`config.mk`:
```
export PLATFORM = sky130hd
export DESIGN_NAME = privileged_mode_transition_unit
export DESIGN_NICKNAME = d
export VERILOG_FILES = /design/src/rtl/core/pmtu_pkg.sv /design/src/rtl/core/privileged_mode_transition_unit.sv
export SDC_FILE = /design/constraint.sdc
export NUM_CORES = 1
export LEC_CHECK = 0
export BUFFER_PORTS_ARGS = -buffer_cell sky130_fd_sc_hd__buf_2
export CAP_MARGIN = 20
export CORE_AREA = 2 2 305 307
export DETAILED_ROUTE_END_ITERATION = 8
export DIE_AREA = 0 0 307 309
export PLACE_DENSITY_LB_ADDON = 0.2
export SYNTH_ARGS = -nofsm -noshare
export SYNTH_HDL_FRONTEND = slang
export SYNTH_SLANG_ARGS = --single-unit
export TNS_END_PERCENT = 1
```
`constraint.sdc`:
```
create_clock -name aclk -period 16.3 [get_ports aclk]
set_input_delay 2.445 -clock aclk [delete_from_list [all_inputs] [get_ports aclk]]
set_output_delay 2.445 -clock aclk [all_outputs]
set_load 0.02 [all_outputs]
```
`src/rtl/core/pmtu_pkg.sv`:
```
// Shared types and constants for the privileged mode transition unit.
package pmtu_pkg;

    // Event codes carried in the func field
    typedef enum logic [2:0] {
        FUNC_RETURN    = 3'd0,
        FUNC_INTERRUPT = 3'd1,
        FUNC_EXC_NORM  = 3'd2,
        FUNC_EXC_SEVERE = 3'd3,
        FUNC_CHM       = 3'd4
    } func_t;

    // Fault codes reported with each result
    typedef enum logic [1:0] {
        FLT_NONE    = 2'd0,
        FLT_RSVD_OP = 2'd1,
        FLT_VEC_HLT = 2'd2,
        FLT_CHM_IS  = 2'd3
    } fault_t;

    // Status longword layout
    localparam int unsigned PSL_CM      = 31;
    localparam int unsigned PSL_TP      = 30;
    localparam int unsigned PSL_IS      = 26;
    localparam int unsigned PSL_CUR_LO  = 24;
    localparam int unsigned PSL_PRV_LO  = 22;
    localparam int unsigned PSL_IPL_LO  = 16;
    localparam logic [31:0] PSL_MBZ_MASK = 32'h3020_FF00;
    localparam logic [31:0] PSL_RESET    = 32'h041F_0000;

    // Stack bank: four modes plus the interrupt stack
    localparam int unsigned BANK_DEPTH = 5;
    localparam logic [2:0]  BANK_IDX_INT = 3'd4;
    localparam logic [2:0]  BANK_IDX_KERNEL = 3'd0;

    // Configuration register map
    localparam logic [1:0] CFG_ADDR_AST_LEVEL = 2'd0;
    localparam logic [2:0] AST_LEVEL_RESET = 3'd4;

    // Stream widths
    localparam int unsigned S_TDATA_W = 160;
    localparam int unsigned M_TDATA_W = 200;

endpackage

```
`src/rtl/core/privileged_mode_transition_unit.sv`:
```
// Privileged mode transition unit: return, interrupt, exception and change-mode handling.
// A beat goes through the input register, combinational logic, then the result register.
// Throughput: one event per cycle unless m_tready stalls; all work is one combinational pass.
// State updates as an event moves to the result register, so each event sees its predecessor.
// Reset (aresetn, synchronous, active low): kernel mode on the interrupt stack at IPL 31,
// stack pointer and bank cleared, trap delivery level 4, both stream registers empty.
module privileged_mode_transition_unit (
    input  logic                          aclk,
    input  logic                          aresetn,
    // tdata: func[2:0], chm_mode[4:3], new_ipl[9:5], vector_word[41:10],
    //        popped_pc[73:42], popped_psl[105:74], return_pc[137:106],
    //        chm_code[153:138], zero[159:154]
    input  logic                          s_tvalid,
    output logic                          s_tready,
    input  logic [pmtu_pkg::S_TDATA_W-1:0] s_tdata,
    // tdata: fault[1:0], next_pc[33:2], next_psl[65:34], stack_top[97:66],
    //        push_count[99:98], push_first[131:100], push_second[163:132],
    //        push_third[195:164], ast_request[196], zero[199:197]
    output logic                          m_tvalid,
    input  logic                          m_tready,
    output logic [pmtu_pkg::M_TDATA_W-1:0] m_tdata,
    // Configuration port
    input  logic                          psel,
    input  logic                          penable,
    input  logic                          pwrite,
    input  logic [1:0]                    paddr,
    input  logic [31:0]                   pwdata,
    output logic [31:0]                   prdata,
    output logic                          pready
);
    import pmtu_pkg::*;

    // Input register
    logic        in_valid_reg;
    logic [2:0]  func_reg;
    logic [1:0]  chm_mode_reg;
    logic [4:0]  new_ipl_reg;
    logic [31:0] vector_word_reg;
    logic [31:0] popped_pc_reg;
    logic [31:0] popped_psl_reg;
    logic [31:0] return_pc_reg;
    logic [15:0] chm_code_reg;

    // Architectural state
    logic [31:0] psl_reg;
    logic [31:0] sp_reg;
    logic [31:0] bank_reg [BANK_DEPTH];
    logic [2:0]  ast_level_reg;

    // Result register
    logic        out_valid_reg;
    logic [1:0]  fault_reg;
    logic [31:0] next_pc_reg;
    logic [31:0] next_psl_reg;
    logic [31:0] stack_top_reg;
    logic [1:0]  push_count_reg;
    logic [31:0] push_first_reg;
    logic [31:0] push_second_reg;
    logic [31:0] push_third_reg;
    logic        ast_request_reg;

    // Combinational results
    logic        advance;
    logic        state_we;
    logic [31:0] psl_next;
    logic [31:0] sp_next;
    logic        bank_we;
    logic [2:0]  bank_wr_idx;
    logic [31:0] bank_wr_data;
    logic [2:0]  bank_rd_idx;
    logic [31:0] bank_rd_data;
    logic [31:0] bank_rd_data_raw;
    logic [1:0]  fault_next;
    logic [31:0] next_pc_next;
    logic [1:0]  push_count_next;
    logic [31:0] push_first_next;
    logic [31:0] push_second_next;
    logic [31:0] push_third_next;
    logic        ast_request_next;

    // Decoded pieces of the current and popped status longwords
    logic [1:0]  old_mode;
    logic [4:0]  old_ipl;
    logic        old_is;
    logic [1:0]  ret_mode;
    logic [1:0]  ret_prv;
    logic [4:0]  ret_ipl;
    logic        ret_bad;
    logic [31:0] ent_pc;
    logic [1:0]  chm_tgt;
    logic [31:0] sp_plus8;

    assign old_mode = psl_reg[PSL_CUR_LO +: 2];
    assign old_ipl  = psl_reg[PSL_IPL_LO +: 5];
    assign old_is   = psl_reg[PSL_IS];
    assign ret_mode = popped_psl_reg[PSL_CUR_LO +: 2];
    assign ret_prv  = popped_psl_reg[PSL_PRV_LO +: 2];
    assign ret_ipl  = popped_psl_reg[PSL_IPL_LO +: 5];
    assign sp_plus8 = sp_reg + 32'd8;
    assign ent_pc   = {vector_word_reg[31:1],
                       vector_word_reg[0] | (func_reg == FUNC_EXC_SEVERE)};
    assign chm_tgt  = (old_mode < chm_mode_reg) ? old_mode : chm_mode_reg;

    // Handshake: the input register moves on when the result register is free
    assign advance  = in_valid_reg && (!out_valid_reg || m_tready);
    assign s_tready = !in_valid_reg || advance;
    assign m_tvalid = out_valid_reg;
    assign pready   = 1'b1;
    assign prdata   = (paddr == CFG_ADDR_AST_LEVEL) ? {29'd0, ast_level_reg} : 32'd0;

    // Popped status longword checks for return
    always_comb begin
        ret_bad = 1'b0;
        if ((popped_psl_reg & PSL_MBZ_MASK) != 32'd0 || ret_mode < old_mode) begin
            ret_bad = 1'b1;
        end
        if (ret_mode != 2'd0) begin
            if (popped_psl_reg[PSL_IS] || ret_ipl != 5'd0 || ret_mode > ret_prv) begin
                ret_bad = 1'b1;
            end
        end else begin
            if (popped_psl_reg[PSL_IS] && (!old_is || ret_ipl == 5'd0)) begin
                ret_bad = 1'b1;
            end
            if (ret_ipl > old_ipl) begin
                ret_bad = 1'b1;
            end
        end
        if (popped_psl_reg[PSL_CM]) begin
            ret_bad = 1'b1;
        end
    end

    // Bank read with forwarding of this event's own bank write
    assign bank_rd_data_raw = bank_reg[bank_rd_idx];
    assign bank_rd_data = (bank_we && bank_wr_idx == bank_rd_idx) ? bank_wr_data
                                                                  : bank_rd_data_raw;

    // Event evaluation
    always_comb begin
        state_we         = 1'b0;
        psl_next         = psl_reg;
        sp_next          = sp_reg;
        bank_we          = 1'b0;
        bank_wr_idx      = {1'b0, old_mode};
        bank_wr_data     = sp_reg;
        bank_rd_idx      = BANK_IDX_KERNEL;
        fault_next       = FLT_NONE;
        next_pc_next     = 32'd0;
        push_count_next  = 2'd0;
        push_first_next  = 32'd0;
        push_second_next = 32'd0;
        push_third_next  = 32'd0;
        ast_request_next = 1'b0;
        unique case (func_reg)
            FUNC_RETURN: begin
                if (ret_bad) begin
                    fault_next = FLT_RSVD_OP;
                end else begin
                    state_we     = 1'b1;
                    bank_we      = 1'b1;
                    bank_wr_idx  = old_is ? BANK_IDX_INT : {1'b0, old_mode};
                    bank_wr_data = sp_plus8;
                    bank_rd_idx  = {1'b0, ret_mode};
                    psl_next     = popped_psl_reg | {1'b0, psl_reg[PSL_TP], 30'd0};
                    next_pc_next = popped_pc_reg;
                    if (popped_psl_reg[PSL_IS]) begin
                        sp_next = sp_plus8;
                    end else begin
                        sp_next          = bank_rd_data;
                        ast_request_next = ({1'b0, ret_mode} >= ast_level_reg);
                    end
                end
            end
            FUNC_INTERRUPT, FUNC_EXC_NORM, FUNC_EXC_SEVERE: begin
                if (ent_pc[1]) begin
                    fault_next = FLT_VEC_HLT;
                end else begin
                    state_we    = 1'b1;
                    bank_we     = !old_is;
                    bank_rd_idx = ent_pc[0] ? BANK_IDX_INT : BANK_IDX_KERNEL;
                    psl_next    = 32'd0;
                    if (old_is) begin
                        psl_next[PSL_IS] = 1'b1;
                        sp_next          = sp_reg - 32'd8;
                    end else begin
                        psl_next[PSL_IS] = ent_pc[0];
                        sp_next          = bank_rd_data - 32'd8;
                    end
                    if (func_reg == FUNC_INTERRUPT) begin
                        psl_next[PSL_IPL_LO +: 5] = new_ipl_reg;
                    end else begin
                        psl_next[PSL_IPL_LO +: 5] = ent_pc[0] ? 5'h1F : old_ipl;
                        psl_next[PSL_PRV_LO +: 2] = old_mode;
                    end
                    next_pc_next     = {ent_pc[31:2], 2'b00};
                    push_count_next  = 2'd2;
                    push_first_next  = return_pc_reg;
                    push_second_next = psl_reg;
                end
            end
            FUNC_CHM: begin
                if (old_is) begin
                    fault_next = FLT_CHM_IS;
                end else begin
                    state_we    = 1'b1;
                    bank_we     = 1'b1;
                    bank_rd_idx = {1'b0, chm_tgt};
                    sp_next     = bank_rd_data - 32'd12;
                    psl_next    = 32'd0;
                    psl_next[PSL_IPL_LO +: 5] = old_ipl;
                    psl_next[PSL_CUR_LO +: 2] = chm_tgt;
                    psl_next[PSL_PRV_LO +: 2] = old_mode;
                    next_pc_next     = {vector_word_reg[31:2], 2'b00};
                    push_count_next  = 2'd3;
                    push_first_next  = {{16{chm_code_reg[15]}}, chm_code_reg};
                    push_second_next = return_pc_reg;
                    push_third_next  = psl_reg;
                end
            end
            default: begin
                // Unused event codes leave state alone and report no fault
                fault_next = FLT_NONE;
            end
        endcase
    end

    // Input register
    always_ff @(posedge aclk) begin
        if (!aresetn) begin
            in_valid_reg <= 1'b0;
        end else if (s_tready) begin
            in_valid_reg <= s_tvalid;
        end
        if (s_tready && s_tvalid) begin
            func_reg        <= s_tdata[2:0];
            chm_mode_reg    <= s_tdata[4:3];
            new_ipl_reg     <= s_tdata[9:5];
            vector_word_reg <= s_tdata[41:10];
            popped_pc_reg   <= s_tdata[73:42];
            popped_psl_reg  <= s_tdata[105:74];
            return_pc_reg   <= s_tdata[137:106];
            chm_code_reg    <= s_tdata[153:138];
        end
    end

    // Architectural state and configuration
    always_ff @(posedge aclk) begin
        if (!aresetn) begin
            psl_reg       <= PSL_RESET;
            sp_reg        <= 32'd0;
            ast_level_reg <= AST_LEVEL_RESET;
            for (int i = 0; i < BANK_DEPTH; i++) begin
                bank_reg[i] <= 32'd0;
            end
        end else begin
            if (psel && penable && pwrite && pready) begin
                ast_level_reg <= pwdata[2:0];
            end
            if (advance && state_we) begin
                psl_reg <= psl_next;
                sp_reg  <= sp_next;
                if (bank_we) begin
                    bank_reg[bank_wr_idx] <= bank_wr_data;
                end
            end
        end
    end

    // Result register
    always_ff @(posedge aclk) begin
        if (!aresetn) begin
            out_valid_reg <= 1'b0;
        end else if (advance) begin
            out_valid_reg <= 1'b1;
        end else if (m_tready) begin
            out_valid_reg <= 1'b0;
        end
        if (advance) begin
            fault_reg       <= fault_next;
            next_pc_reg     <= next_pc_next;
            next_psl_reg    <= psl_next;
            stack_top_reg   <= sp_next;
            push_count_reg  <= push_count_next;
            push_first_reg  <= push_first_next;
            push_second_reg <= push_second_next;
            push_third_reg  <= push_third_next;
            ast_request_reg <= ast_request_next;
        end
    end

    assign m_tdata = {3'd0, ast_request_reg, push_third_reg, push_second_reg,
                      push_first_reg, push_count_reg, stack_top_reg, next_psl_reg,
                      next_pc_reg, fault_reg};

`ifndef SYNTHESIS
    // A faulted beat carries no pushes and no trap request
    assert property (@(posedge aclk) disable iff (!aresetn)
        (out_valid_reg && fault_reg != FLT_NONE) |-> (push_count_reg == 2'd0 && !ast_request_reg))
        else $error("faulted result carries pushes or trap request");

    // A fault leaves status longword and stack pointer untouched
    assert property (@(posedge aclk) disable iff (!aresetn)
        (advance && fault_next != FLT_NONE) |=> ($stable(psl_reg) && $stable(sp_reg)))
        else $error("state changed on a faulted event");

    // Trap requests only come with a status longword off the interrupt stack
    assert property (@(posedge aclk) disable iff (!aresetn)
        (out_valid_reg && ast_request_reg) |-> !next_psl_reg[PSL_IS])
        else $error("trap request while on interrupt stack");

    // The held status longword never has must-be-zero or compatibility bits set
    assert property (@(posedge aclk) disable iff (!aresetn)
        ((psl_reg & PSL_MBZ_MASK) == 32'd0) && !psl_reg[PSL_CM])
        else $error("status longword holds reserved bits");
`endif

endmodule
```
Yosys cells after proc, flatten, opt, wreduce, memory -nomap -nowiden

Memory sizes are Yosys's and may differ from the RTL's.
Cells that the tools add are included.
Widths: inputs -> output; s select.

Logic and storage cells: 135
Output and inout port bits: 235
Memories: 1
RAM bits: 160
Bits in read-only memories: 0
Register bits after elaboration: 420
Bits in latches: 0

Multiplexer cells: 66
Multipliers: 0
Add/sub/neg operators: 4
Reduce and logical (&&, ||, !) cells: 27
Bitwise gates (word level): 4
Equality and inequality tests: 5
$lt $le $gt $ge: 5
Div/mod/pow operators: 0
Shift operators: 0

Memory list:

| name     | depth | bits a word | rd ports | clocked after Yosys merged registers in | wr ports | line                                  | text |
|---|---|---|---|---|---|---|---|
| bank_reg | 5     | 32          | 1        | 0                                       | 5        | privileged_mode_transition_unit.sv:47 | `logic [31:0] bank_reg [BANK_DEPTH];` |

Operators by type and width:

| cell                  | count |
|---|---|
| $mux 32               | 19 |
| $pmux 32 s3           | 3 |
| $pmux 32 s2           | 2 |
| $sub 32x4->32 const B | 3 |
| $add 32x4->32 const B | 1 |
| $or 32x31->32         | 1 |
| $reduce_bool 32->1    | 1 |
| $reduce_or 32->1      | 1 |
| $mux 3                | 7 |
| $mux 1                | 20 |
| $mux 2                | 8 |
| $mux 5                | 2 |
| $pmux 3 s3            | 1 |
| $logic_and 1x1->1     | 7 |
| $eq 3x2->1 const B    | 2 |
| $logic_or 1x1->1      | 6 |
| $pmux 1 s3            | 2 |
| $pmux 2 s3            | 1 |
| $reduce_or 3->1       | 2 |
| $gt 5x5->1            | 1 |
| $logic_not 5->1       | 1 |
| $reduce_bool 5->1     | 1 |
| $lt 2x2->1            | 2 |
| $pmux 2 s2            | 1 |
| 12 further kinds      | 16 |

Depth between registers and ports, before layout

Gate-level depths: netlist of run 1.

Depth after elaboration: 16
Depth in mapped cells: 20

Worst setup path before layout of run 1

OpenSTA, ideal clock, no wires.

Kind: in2reg
Start point: in m_tready
End point: mem bank_reg[2][0] (enable)
Stages: 8
Path buffers: 1
Slack: 2,092 ps
Data required time: 15,911 ps
Library setup time: 389 ps
Data arrival time: 13,819 ps
Cells stage by stage: nor2b_1 -> nor2b_1 -> nand2b_1 -> a2111oi_0 -> nor2b_1 -> nand2_1 -> clkbuf_1 -> nand2_1

RTL lines:

| what               | line                                  | text |
|---|---|---|
| start: declaration | privileged_mode_transition_unit.sv:20 | `input logic m_tready,` |
| end: declaration   | privileged_mode_transition_unit.sv:47 |  |

Worst setup path in the final report of run 1

Start point: reg func_reg[2]
End point: reg stack_top_reg[25] (data pin)

Cells in the longest elaborated chain, start to end: 12

Ends and longest elaborated chain:

| what                                                  | line                                   | text |
|---|---|---|
| start: declaration                                    | privileged_mode_transition_unit.sv:35  | `logic [2:0] func_reg;` |
| start signal: assignment                              | privileged_mode_transition_unit.sv:236 | `func_reg <= s_tdata[2:0];` |
| branches (longest 11 deep; another with $mem_v2 5x32) | -                                      |  |
| $pmux 32 s3 (*)                                       | privileged_mode_transition_unit.sv:155 | `unique case (func_reg)` |
| via sp_next[25]                                       | privileged_mode_transition_unit.sv:66  | `logic [31:0] sp_next;` |
| end signal: assignment                                | privileged_mode_transition_unit.sv:283 | `stack_top_reg <= sp_next;` |
| end: declaration                                      | privileged_mode_transition_unit.sv:55  | `logic [31:0] stack_top_reg;` |

Mark *: on every way through the listed nets, which the timed path passes.
A chain may end at the register's enable or synchronous reset.

==> summary.txt, run 1 <==
Outcome
  – Outcome: complete, no violations

Routing
  – Number of remaining DRC errors: 0
  – 1st-iter DRT viols: 2113
  – Wire length on met1: 38300 um
  – WL/cell: 23.6 um
  – First-pass DRT Iterations: 6
  – Routed wl met3: 7220 um
  – Final wirelength: 93200 um
  – Antenna viol nets, final: 0
  – Routed wl met2: 45200 um
  – Top layer in use: met4
  – Vias/cell: 5.31
  – Via count: 21000

Timing
  – Endpoints failing setup: 0
  – Final hold violations: 0
  – Tightest Pin Transition: 1.09 ns
  – Max Slew Vio Count: 0
  – RSZ-0062 raised after global routing: false
  – Slew headroom: 0.269
  – Fin crit period: 7.36 ns
  – Final Skew: 0.0241 ns
  – Tcrit/Tclk final: 0.452
  – Fmax: 136 MHz
  – Setup Total Neg Slack: 0 ns

Worst setup path
  – Crit-path max FO: 24
  – WP data required: 16.74 ns
  – CP Class: reg2reg
  – Critical path arrival: 7.80 ns
  – Crit end category: flip-flop
  – Crit start category: flip-flop

Floorplanning
  – Die area: 94900 um2
  – Core ar.: 91400 um2
  – Die Wd: 307 um
  – FP Rows: 111
  – I/O Pins: 436
  – Starting density of the core: 0.299
  – Die Y: 309 um

Clock network
  – Hold-fix buffers, CTS: 0
  – CTS tree: done
  – Clock Tree Buf Depth: 3
  – CTS Root Cell: clkbuf_16
  – Clk Latency, worst-skew pair: 0.62 ns
  – CTS HTree Levels: 3
  – PostCTS Resize Cnt: 0
  – Inserted Clock Buffers: 67
  – Sink Count: 586
  – CTS clk-pin slew, worst paths: 0.06 ns
  – # Post-CTS Setup Buffers: 0

Final layout
  – Max FFs per register: 167
  – Fillers: 9046
  – Fin nets: 2928
  – Area growth from synthesis to layout: 18.8%
  – Final Instance Count excl. Fillers: 3956
  – Layout cells sized above 1: 0.211

Synthesis
  – Seq cells post-synth: 586
  – Synthesized instance count: 2404
  – Mean Syn Cell Area: 11.4 um2
  – Post-synthesis sequential area ratio: 0.619
  – Synthesis Warnings: 0
  – Asr flop ratio synth: 0
  – Post-synth EDFFs: 517
  – Cell taking the most area after synthesis: edfxtp_1
  – Post-synth cell types: 92
  – Share of the synthesized area in the top cell type: 0.568
  – Top FF cell, synth: edfxtp_1
  – Top post-synthesis cells by area: edfxtp_1 57%, dfxtp_1 5.1%, nor2_1 4.6%, a22o_1 2.7%, a21oi_1 2.3%
  – Cell Area, Synth: 27300 um2

Power
  – Pwr Density: 111 nW/um2
  – Leakage power: 12.1 nW
  – VDD IR max: 0.0616 mV

GRT
  – Global route total overflow: 0
  – Pin count of the biggest net entering global routing: 127
  – Vias in the first global route: 20500
  – Antenna violations before repair: 4
  – First-pass GRT wire length: 134000 um
  – GRT Util Overall: 0.188

Place
  – Gpl congestion: 0.895
  – Port bufs: 366
  – Inst Count DP: 3829
  – Hpwl dp: 60600 um

Job
  – Max-Cap Viols: 0

Min path
  – Hold Crit Class: reg2reg
-- final timing paths --
check	slack [ns]	startpoint	to	depth (start not counted)
setup / recovery	8.94	func_reg[2]$_DFFE_PP_	stack_top_reg[25]$_DFFE_PP_	16
hold / removal	0.49	psl_reg[30]$_SDFFE_PN0P_	psl_reg[30]$_SDFFE_PN0P_	2
setup reg to reg	8.94	func_reg[2]$_DFFE_PP_	stack_top_reg[25]$_DFFE_PP_	16
hold reg to reg	0.49	psl_reg[30]$_SDFFE_PN0P_	psl_reg[30]$_SDFFE_PN0P_	2
-- cell families (layout without fill, tap and decap cells) --
logic type                 after synthesis  in the layout  share of synthesized area
and+or+nand+nor                        828            828                      0.144
adders and majority gates               16             16                    0.00724
xor gates and xnor gates                75             75                     0.0240
AOI/OAI and AO/OA                      591            591                      0.149
muxes                                   37             37                     0.0140
DFF                                    586            586                      0.619
other                                    2             44                   0.000275
buffers and inverters                  269            593                     0.0427
-- routing by layer --
| layer | vias to the layer above | global-route usage |
|---|---|---|
| met5 | - | 0 |
| met4 | 0 | 0.0681 |
| met3 | 151 | 0.0326 |
| met2 | 955 | 0.317 |
| met1 | 10400 | 0.242 |
| li1 | 9511 | - |
-- cell usage after synthesis, types with 10 or more instances --
cell type and n:
a211oi_1 29, a21o_1 23, a21oi_1 127, a221oi_1 11, a22o_1 83, a31o_2 10
a31oi_1 26, and2_1 50, and3_1 34, buf_1 17, buf_2 18, buf_4 36
clkbuf_1 151, dfxtp_1 69, edfxtp_1 517, ha_1 15, inv_1 44, mux2i_1 30
nand2_1 162, nand3_1 57, nand4_1 40, nor2_1 332, nor2b_1 10, nor3_1 57
nor4_1 20, o211ai_1 25, o21a_1 16, o21ai_0 122, o221ai_1 13, o22ai_1 19
or3_1 10, xnor2_1 38, xor2_1 37
-- critical path, cell delays in order (launching register included) --
cell      delay [ns]
edfxtp_1        0.68
clkinv_1        0.30
nand2_1         0.57
nor3_2          0.27
buf_4           0.40
nand4_2         0.70
nand2_1         0.60
buf_4           0.39
mux2_2          0.38
o221ai_1        0.43
mux2i_1         0.28
mux2i_1         0.37
nand4_1         0.50
or4b_1          0.71
xnor2_1         0.15
o211ai_1        0.21
a21boi_1        0.24
-- final cells by class --
type                       instances  area (um2)  area share
inverter                          47         178     0.00547
clock inverter                    34         347      0.0107
multi-input combinational       1588        9460       0.291
clock buffer                      90        1810      0.0559
sequential                       586       16900       0.521
antenna                            3        7.51    0.000231
tap                             1186        1480      0.0457
timing repair buffer             422        2260      0.0698
-- power breakdown --
part / internal [mW] / total, mW / switching, mW
clock: 0.858 / 1.49 / 0.636
sequential: 1.71 / 1.74 / 0.0365
combinational: 0.113 / 0.361 / 0.249
total: 2.68 / 3.60 / 0.921
-- placed cells by master (no fill, tap or decap), drive strengths merged, types with 50 or more instances in the layout --
master	Yosys	final
edfxtp	517	517
nand3	58	58
a21oi	128	128
nand2	162	162
nor2	333	333
and2	50	50
buf	71	422
a22o	83	83
nor3	60	60
o21ai	126	126
clkbuf	151	90
dfxtp	69	69
-- metrics by stage --
| step | utilization | hold slack (ns) | power [mW] | area, um2 | setup slack [ns] |
|---|---|---|---|---|---|
| 6_report | 0.355 | 0.490 | 3.60 | 32500 | 8.94 |
| 5_1_grt | 0.355 | 0.521 | 3.73 | 32500 | 8.73 |
| 4_1_cts | 0.355 | 0.492 | 3.63 | 32400 | 9.15 |
| 3_5_place_dp | 0.331 | 0.484 | 2.13 | 30300 | 9.19 |
| 3_3_place_gp | 0.331 | 0.475 | 2.13 | 30300 | 9.20 |
| 2_1_floorplan | - | 0.457 | 2.01 | 27500 | 2.09 |
No activity file was read; power rests on OpenSTA's default activity.
==> inputs of run 2 (changes only) <==
==> constraint.sdc (replaced) <==
create_clock -name aclk -period 6.2 [get_ports aclk]
set_input_delay 0.93 -clock aclk [delete_from_list [all_inputs] [get_ports aclk]]
set_output_delay 0.93 -clock aclk [all_outputs]
set_load 0.02 [all_outputs]
==> summary.txt, run 2 (synthesis results as in run 1) <==
Timing
  – Final hold violations: 0
  – Endpoints failing setup: 0
  – Hold WS: 0.478 ns
  – Setup Total Neg Slack: 0 ns
  – Fmax: 174 MHz
  – RSZ-0062 raised after global routing: false
  – Tcrit/Tclk final: 0.927
  – Max Slew Vio Count: 0
  – Final setup margin: 0.455 ns
  – Fin crit period: 5.75 ns
  – Final Skew: 0.0359 ns
  – Slew headroom: 0.321
  – Tightest Pin Transition: 1.02 ns

Power
  – Pwr Density: 294 nW/um2
  – Leakage power: 12.5 nW
  – VDD IR max: 0.179 mV
  – Total Power: 9.76 mW

Place
  – Post-DP Area: 30800 um2
  – Gpl congestion: 0.891
  – Hpwl dp: 63600 um
  – Port bufs: 366
  – Pre-CTS WS: 0.543 ns

Final layout
  – Most common cell after layout, fill and taps aside: edfxtp_1
  – FF/Latch Area: 16900 um2
  – Multi-input gate area: 9430 um2
  – Commonest non-fill, non-tap cells in the layout: 517 x edfxtp_1, 366 x buf_2, 330 x nor2_1
  – Layout cells sized above 1: 0.230
  – Fin nets: 2996
  – Area growth from synthesis to layout: 21.3%
  – Final Cell Area: 33100 um2
  – Max FFs per register: 167
  – Fillers: 8931

Routing
  – Vias/cell: 5.23
  – Antenna viol nets, final: 0
  – WL/cell: 23.4 um
  – Number of remaining DRC errors: 0
  – 1st-iter DRT viols: 2030
  – First-pass DRT Iterations: 6
  – Final wirelength: 94100 um
  – Via count: 21000

Floorplanning
  – Die Y: 309 um
  – Starting density of the core: 0.299
  – FP Rows: 111
  – I/O Pins: 436
  – Die Wd: 307 um
  – Die area: 94900 um2
  – Core ar.: 91400 um2

Worst setup path
  – Crit-path max FO: 10
  – WP data required: 6.53 ns
  – Crit start category: flip-flop
  – CP Class: reg2reg
  – Worst reg2reg path endpoint: stack_top_reg[29]$_DFFE_PP_
  – Cells on worst reg2reg path: 19
  – Reg2reg start: psl_reg[19]$_SDFFE_PN1P_
  – Critical path arrival: 6.08 ns
  – Crit path from: psl_reg[19]$_SDFFE_PN1P_
  – Setup slack, reg-to-reg: 0.45 ns
  – Critical path endpoint: stack_top_reg[29]$_DFFE_PP_
  – Crit end category: flip-flop

GRT
  – First-pass GRT wire length: 136000 um
  – Vias in the first global route: 20200
  – Pin count of the biggest net entering global routing: 128
  – Antenna violations before repair: 3
  – Global route total overflow: 0
  – GRT Util Overall: 0.190

Clock network
  – CTS tree: done
  – Clock Tree Buf Depth: 3
  – Inserted Clock Buffers: 68
  – Clk Latency, worst-skew pair: 0.63 ns
  – Hold-fix buffers, CTS: 0
  – CTS HTree Levels: 3
  – CTS clk-pin slew, worst paths: 0.06 ns
  – Sink Count: 586
  – PostCTS Resize Cnt: 0
  – CTS Root Cell: clkbuf_16
  – # Post-CTS Setup Buffers: 0

Job
  – Max-Cap Viols: 0

Outcome
  – Outcome: complete, no violations

Min path
  – Hold Crit Class: in2reg
run 2: changes by cell type in the layout (fill, tap and decap cells not counted), sizes merged:
cell / change
buf: +67
bufinv: +6
clkbuf: -5
clkinv: -1
clkinvlp: +2
inv: -3
run 2: final cells by class:
type	instances	area share
multi-input cells	1588	0.285
flip-flops and latches	586	0.510
repair buffers	489	0.0847
diodes	3	0.000227
clock buffers	85	0.0555
clock inverters	38	0.0146
well taps	1186	0.0448
inverters	47	0.00536
run 2: stage by stage:
| stage | utilization | instances |
|---|---|---|
| 5_1_grt | 0.363 | 4022 |
| 3_5_place_dp | 0.337 | 3896 |
| 4_1_cts | 0.363 | 4019 |
| 3_3_place_gp | 0.337 | 3896 |
| 6_report | 0.363 | 4022 |
| 2_1_floorplan | - | 2443 |
run 2: worst min-delay path by stage:
stage                                        start  slack [ns]                           to  cells after the start
after floorplan            psl_reg[0]$_SDFFE_PN0P_        0.46      psl_reg[0]$_SDFFE_PN0P_                      2
after global placement     psl_reg[1]$_SDFFE_PN0P_        0.47      psl_reg[1]$_SDFFE_PN0P_                      2
after detailed placement  psl_reg[27]$_SDFFE_PN0P_        0.48     psl_reg[27]$_SDFFE_PN0P_                      2
after CTS                              s_tdata[64]        0.43  popped_pc_reg[22]$_DFFE_PP_                      1
after global routing                    s_tdata[5]        0.44     new_ipl_reg[0]$_DFFE_PP_                      1
final                                 s_tdata[147]        0.48    chm_code_reg[9]$_DFFE_PP_                      1
run 2: per-layer routing:
metal / track usage / wire, um
met1: 0.251 / 40400
met2: 0.319 / 45700
met3: 0.0297 / 5760
met4: 0.0597 / 2270
met5: 0 / 0
run 2: worst max-delay path, stage by stage, from the launching register on:
cell      delay [ns]
dfxtp_1         0.40
inv_1           0.13
ha_1            0.31
nand4_1         0.11
or2_2           0.30
a32oi_2         0.47
buf_4           0.24
nand4_4         0.15
a22oi_2         0.46
buf_4           0.25
o221ai_1        0.16
a21oi_1         0.45
nor2_1          0.22
o41ai_2         0.43
nand4_1         0.17
buf_4           0.21
nor4_1          0.40
xnor2_1         0.12
a211oi_1        0.40
nor2_1          0.08
run 2: power breakdown:
part	switching, mW	internal (mW)	total, mW
clock	1.65	2.53	4.19
combinational	0.671	0.330	1.00
sequential	0.0855	4.48	4.57
